--- src/sv/tdpt_pkg.sv ---
// Package with the command and status structs shared by controller and datapath.
package tdpt_pkg;

  // Commands from the controller to the datapath.
  typedef struct packed {
    logic load;      // capture a new number, reset divisor to 2
    logic init_div;  // clear remainder, point at the top bit of the number
    logic step_div;  // one restoring remainder step
    logic next_div;  // advance to the next divisor and its square
  } cmd_t;

  // Status from the datapath to the controller.
  typedef struct packed {
    logic n_le1;     // number is zero or one
    logic sq_gt_n;   // divisor squared exceeds the number
    logic div_last;  // current remainder step is the last one
    logic rem_zero;  // remainder of the finished division is zero
  } stat_t;

endpackage

--- src/sv/tdpt_datapath.sv ---
// Datapath: number, divisor, divisor square and a bit-serial remainder unit.
module tdpt_datapath #(
  parameter int NUM_WIDTH = 16
) (
  input  logic                 clk_i,
  input  logic                 rst_ni,
  input  logic [NUM_WIDTH-1:0] number_i,
  input  tdpt_pkg::cmd_t       cmd_i,
  output tdpt_pkg::stat_t      stat_o
);
  import tdpt_pkg::*;

  localparam int CntWidth = (NUM_WIDTH > 1) ? $clog2(NUM_WIDTH) : 1;
  localparam int SqWidth  = NUM_WIDTH + 2;

  logic [NUM_WIDTH-1:0] n_q, n_d;
  logic [NUM_WIDTH-1:0] d_q, d_d;
  logic [SqWidth-1:0]   sq_q, sq_d;
  logic [NUM_WIDTH-1:0] rem_q, rem_d;
  logic [CntWidth-1:0]  cnt_q, cnt_d;

  logic [NUM_WIDTH:0]   trial;
  logic [NUM_WIDTH:0]   diff;

  // Shift the next number bit into the partial remainder, subtract if it fits.
  assign trial = {rem_q, n_q[cnt_q]};
  assign diff  = trial - {1'b0, d_q};

  always_comb begin
    n_d   = n_q;
    d_d   = d_q;
    sq_d  = sq_q;
    rem_d = rem_q;
    cnt_d = cnt_q;
    if (cmd_i.load) begin
      n_d  = number_i;
      d_d  = NUM_WIDTH'(2);
      sq_d = SqWidth'(4);
    end
    if (cmd_i.init_div) begin
      rem_d = '0;
      cnt_d = CntWidth'(NUM_WIDTH - 1);
    end
    if (cmd_i.step_div) begin
      if (diff[NUM_WIDTH]) begin
        rem_d = trial[NUM_WIDTH-1:0];
      end else begin
        rem_d = diff[NUM_WIDTH-1:0];
      end
      cnt_d = cnt_q - CntWidth'(1);
    end
    if (cmd_i.next_div) begin
      // (d+1)^2 = d^2 + 2d + 1
      d_d  = d_q + NUM_WIDTH'(1);
      sq_d = sq_q + {1'b0, d_q, 1'b0} + SqWidth'(1);
    end
  end

  always_ff @(posedge clk_i or negedge rst_ni) begin
    if (!rst_ni) begin
      cnt_q <= '0;
    end else begin
      cnt_q <= cnt_d;
    end
  end

  always_ff @(posedge clk_i) begin
    n_q   <= n_d;
    d_q   <= d_d;
    sq_q  <= sq_d;
    rem_q <= rem_d;
  end

  assign stat_o.n_le1    = (n_q <= NUM_WIDTH'(1));
  assign stat_o.sq_gt_n  = (sq_q > {2'b00, n_q});
  assign stat_o.div_last = (cnt_q == '0);
  assign stat_o.rem_zero = (rem_q == '0);

endmodule

--- config.mk ---
export PLATFORM = sky130hd
export DESIGN_NAME = tdpt_datapath
export DESIGN_NICKNAME = d
export VERILOG_FILES = /design/src/sv/tdpt_pkg.sv /design/src/sv/tdpt_datapath.sv
export SDC_FILE = /design/constraint.sdc
export NUM_CORES = 1
export LEC_CHECK = 0
export BUFFER_PORTS_ARGS = -buffer_cell sky130_fd_sc_hd__buf_4
export CAP_MARGIN = 40
export CORE_MARGIN = 10
export CORE_UTILIZATION = 36
export CTS_CLUSTER_DIAMETER = 100
export CTS_CLUSTER_SIZE = 16
export DETAILED_ROUTE_END_ITERATION = 6
export RECOVER_POWER = 50
export REMOVE_ABC_BUFFERS = 1
export SLEW_MARGIN = 40
export SYNTH_ARGS = -nofsm -noshare
export SYNTH_HDL_FRONTEND = slang
export SYNTH_SLANG_ARGS = --single-unit
--- constraint.sdc ---
create_clock -name clk_i -period 3.8 [get_ports clk_i]
set_input_delay 0.19 -clock clk_i [delete_from_list [all_inputs] [get_ports clk_i]]
set_output_delay 0.19 -clock clk_i [all_outputs]
set_load 0.02 [all_outputs]
==> reports/metrics.yaml <==
drv_slew: 35
path_cells: "mux4_2 > mux2_2 > o21ai_1 > ha_1 > fa_1 > nand2b_1 > a21oi_2 > o2111a_2 > or3_4 > nand2_1 > o41ai_2"
hold_end: "n_q[5]$_DFFE_PP_"
internal_power_mw: 2.42
cts_made_buffers: 9
regArea_mm2: 0.00208
fmax_ghz: 0.278
status: "finished, violations left"
die_h_um: 140
nNetsFinal: 635
hold_class: "in -> reg"
wirelength_mm: 12.8
critPathLaunchType: "register"
crit_type: "reg -> reg"
power_frac_comb_pct: 47.8
cts_tree: "done"
mostFrequentLayoutCell: "edfxtp_1"
grt_first_pass_wirelength_mm: 21.3
gp_congestion: 0.922
fin_tns_setup_ns: 0
synth_ff_type: "edfxtp_1"
critPathMaxStageDelay_ns: 0.51
synth.distinct_cells: 59
diodes: 0
crit_fanout: 12
hold_viol_final: 0
r2r_end: "rem_q[15]$_SDFFCE_PN0P_"
insertion_delay_ns: 0.34
clk_pin_slew_ns: 0.06
grt_pass1_vias: 4274
synthArstFlopShare_pct: 5.71
worstPathRequired_ns: 3.87
fin_crit_sh_pct: 94.8
final_cell_mix: "edfxtp_1, ha_1, inv_1, nor2_1, a21oi_1"
core_area_mm2: 0.0140
power_density_mw_per_mm2: 692
cts_sinks: 70
grt_max_degree: 35
rsz0062_at_grt: "false"
worst_pin_slew_ns: 2.50
layout_min_cycle_time_ns: 3.60
wl_per_cell_um: 17.2
ys_seq_area_share_pct: 39.8
die_area_mm2: 0.0197
skew_ns: 0.00588
syn_area_mm2: 0.00523
p_switching_mw: 1.64
r2r_cells: 11
grtUsageTotal_pct: 13.2
grt-ovfl-total: 0
ys_top_cells_by_area: "edfxtp_1, ha_1, xnor2_1"
maxCapViolations: 1
clockBufferDepth: 2
post_cts.repair.setup_buffers: 0
synth-seq-cells: 70
antenna_found_initial: 0
utilization_pct: 41.8
ir_worst_vdd_mv: 0.270
multi_input_area_mm2: 0.00289
synth_top_area_cell: "edfxtp_1"
syn_to_final_growth_pct: 12.4
synth_warnings: 0
fillCellCount: 1345
vias: 4149
end_kind: "register"
die_w_um: 140
slew_headroom_pct: -66.4
p_sw_share_pct: 40.5
ff2ff_setup_slack_ns: 0.20
remaining_drc_errors: 0
clkPwrFrac_pct: 20.5
synth_top_area_share_pct: 37.9
drive_gt1_share_pct: 11.0
hpwlAfterDp_mm: 9.93
violations: "max-capacitance violations, max-slew violations"
seq_power_share_pct: 31.6
ant_nets: 0
portBuffers: 25
netlist_instances: 537
syn_area_per_cell_um2: 9.73
clockRootBuffer: "clkbuf_16"
min_path_cells: 1
placedCellCount: 729
ioPinCount: 26
r2r_start: "cnt_q[0]$_DFFE_PN0P_"
total_power_mw: 4.06
leakage_nw: 2.37
fin_cells: 746
first_pass_iters: 5
cp_data_arrival_time_ns: 3.67
synth_edf_count: 66
htreeDepth: 3
min_from: "number_i[5]"
cp_slowest_cell: "mux4_2"
start_util_pct: 37.2
rows: 43
drt_iter0_markers: 269
setup_viol: 0
vias_per_cell: 5.56
[layer usage]
layer  GRT usage (%)  share of wire, %
met1            16.1                46
met2            22.2                48
met3            3.48               4.5
met4            3.91               1.3
met5               0                 0
[worst max path at each step]
| stage | cells after the start | end | start | slack [ns] |
|---|---|---|---|---|
| 2_1_floorplan | 11 | rem_q[15]$_SDFFCE_PN0P_ | cnt_q[0]$_DFFE_PN0P_ | 0.22 |
| 3_3_place_gp | 11 | rem_q[14]$_SDFFCE_PN0P_ | cnt_q[0]$_DFFE_PN0P_ | 0.16 |
| 3_5_place_dp | 11 | rem_q[15]$_SDFFCE_PN0P_ | cnt_q[0]$_DFFE_PN0P_ | 0.01 |
| 4_1_cts | 11 | rem_q[15]$_SDFFCE_PN0P_ | cnt_q[0]$_DFFE_PN0P_ | 0.09 |
| 5_1_grt | 11 | rem_q[15]$_SDFFCE_PN0P_ | cnt_q[0]$_DFFE_PN0P_ | 0.04 |
| 6_report | 11 | rem_q[15]$_SDFFCE_PN0P_ | cnt_q[0]$_DFFE_PN0P_ | 0.20 |
[final cells by class]
| class | count | area share, % |
|---|---|---|
| multi-input combinational | 405 | 49.2 |
| sequential | 70 | 35.5 |
| clock buffer | 9 | 3.84 |
| tap | 180 | 3.84 |
| timing repair buffer | 29 | 3.56 |
| inverter | 46 | 2.94 |
| clock inverter | 7 | 1.11 |
[cells by family (layout without fill, tap and decap cells)]
group                      after synthesis  after routing  share of synthesized area (%)
buffers and inverters                   62             91                           4.93
DFF                                     70             70                           39.8
AOI/OAI and AO/OA                      145            145                           18.3
adders and majority gates               52             52                           12.7
xor gates and xnor gates                29             29                           4.86
and+or+nand+nor                        170            170                           16.6
muxes                                    9              9                           2.71
[Yosys cell counts (all sizes together), types with 9 or more instances]
master / n
nand3: 18
a21oi: 44
o21a: 12
edfxtp: 66
nor3: 17
o21ai: 32
a21o: 13
nand2b: 10
o211ai: 9
nand4: 13
nor2: 45
xnor2: 25
nor4: 9
ha: 50
nand2: 27
inv: 45
[power groups by stage]
stage / clock (mW) / combinational (mW) / sequential, mW
after floorplan: 0 / 1.50 / 1.19
after global placement: 0 / 1.87 / 1.29
after detailed placement: 0 / 1.91 / 1.30
after CTS: 0.858 / 1.93 / 1.28
after global routing: 0.888 / 2.18 / 1.31
final: 0.835 / 1.94 / 1.29
[worst max-delay path: cells and delay by family, from the launching register on]
kind / cells / cell delay, ns
mux: 2 / 0.79
simple gates: 3 / 0.79
flops: 1 / 0.47
fa+ha+maj: 2 / 0.45
compound gates: 4 / 0.82
[registers in the layout (all words and copies together), names as in the netlist]
| register | flops |
|---|---|
| cnt_q | 4 |
| d_q | 16 |
| n_q | 16 |
| rem_q | 16 |
| sq_q | 18 |
[stage by stage]
step | instance area (um2) | hold WS (ns) | setup WS [ns]
2_1_floorplan | 5140 | -0.106 | 0.221
3_3_place_gp | 5580 | -0.0116 | 0.161
3_5_place_dp | 5580 | -0.00872 | 0.0128
4_1_cts | 5880 | 0.00502 | 0.0943
5_1_grt | 5870 | 0.0239 | 0.0405
6_report | 5870 | 0.0444 | 0.198
[repair_timing]
action	CTS	global route
hold endpoints to repair	4	0
hold buffers	1	0
resized for setup	1	3
setup endpoints to repair	1	6
gates cloned	0	0
No activity file was read; power rests on OpenSTA's default activity.
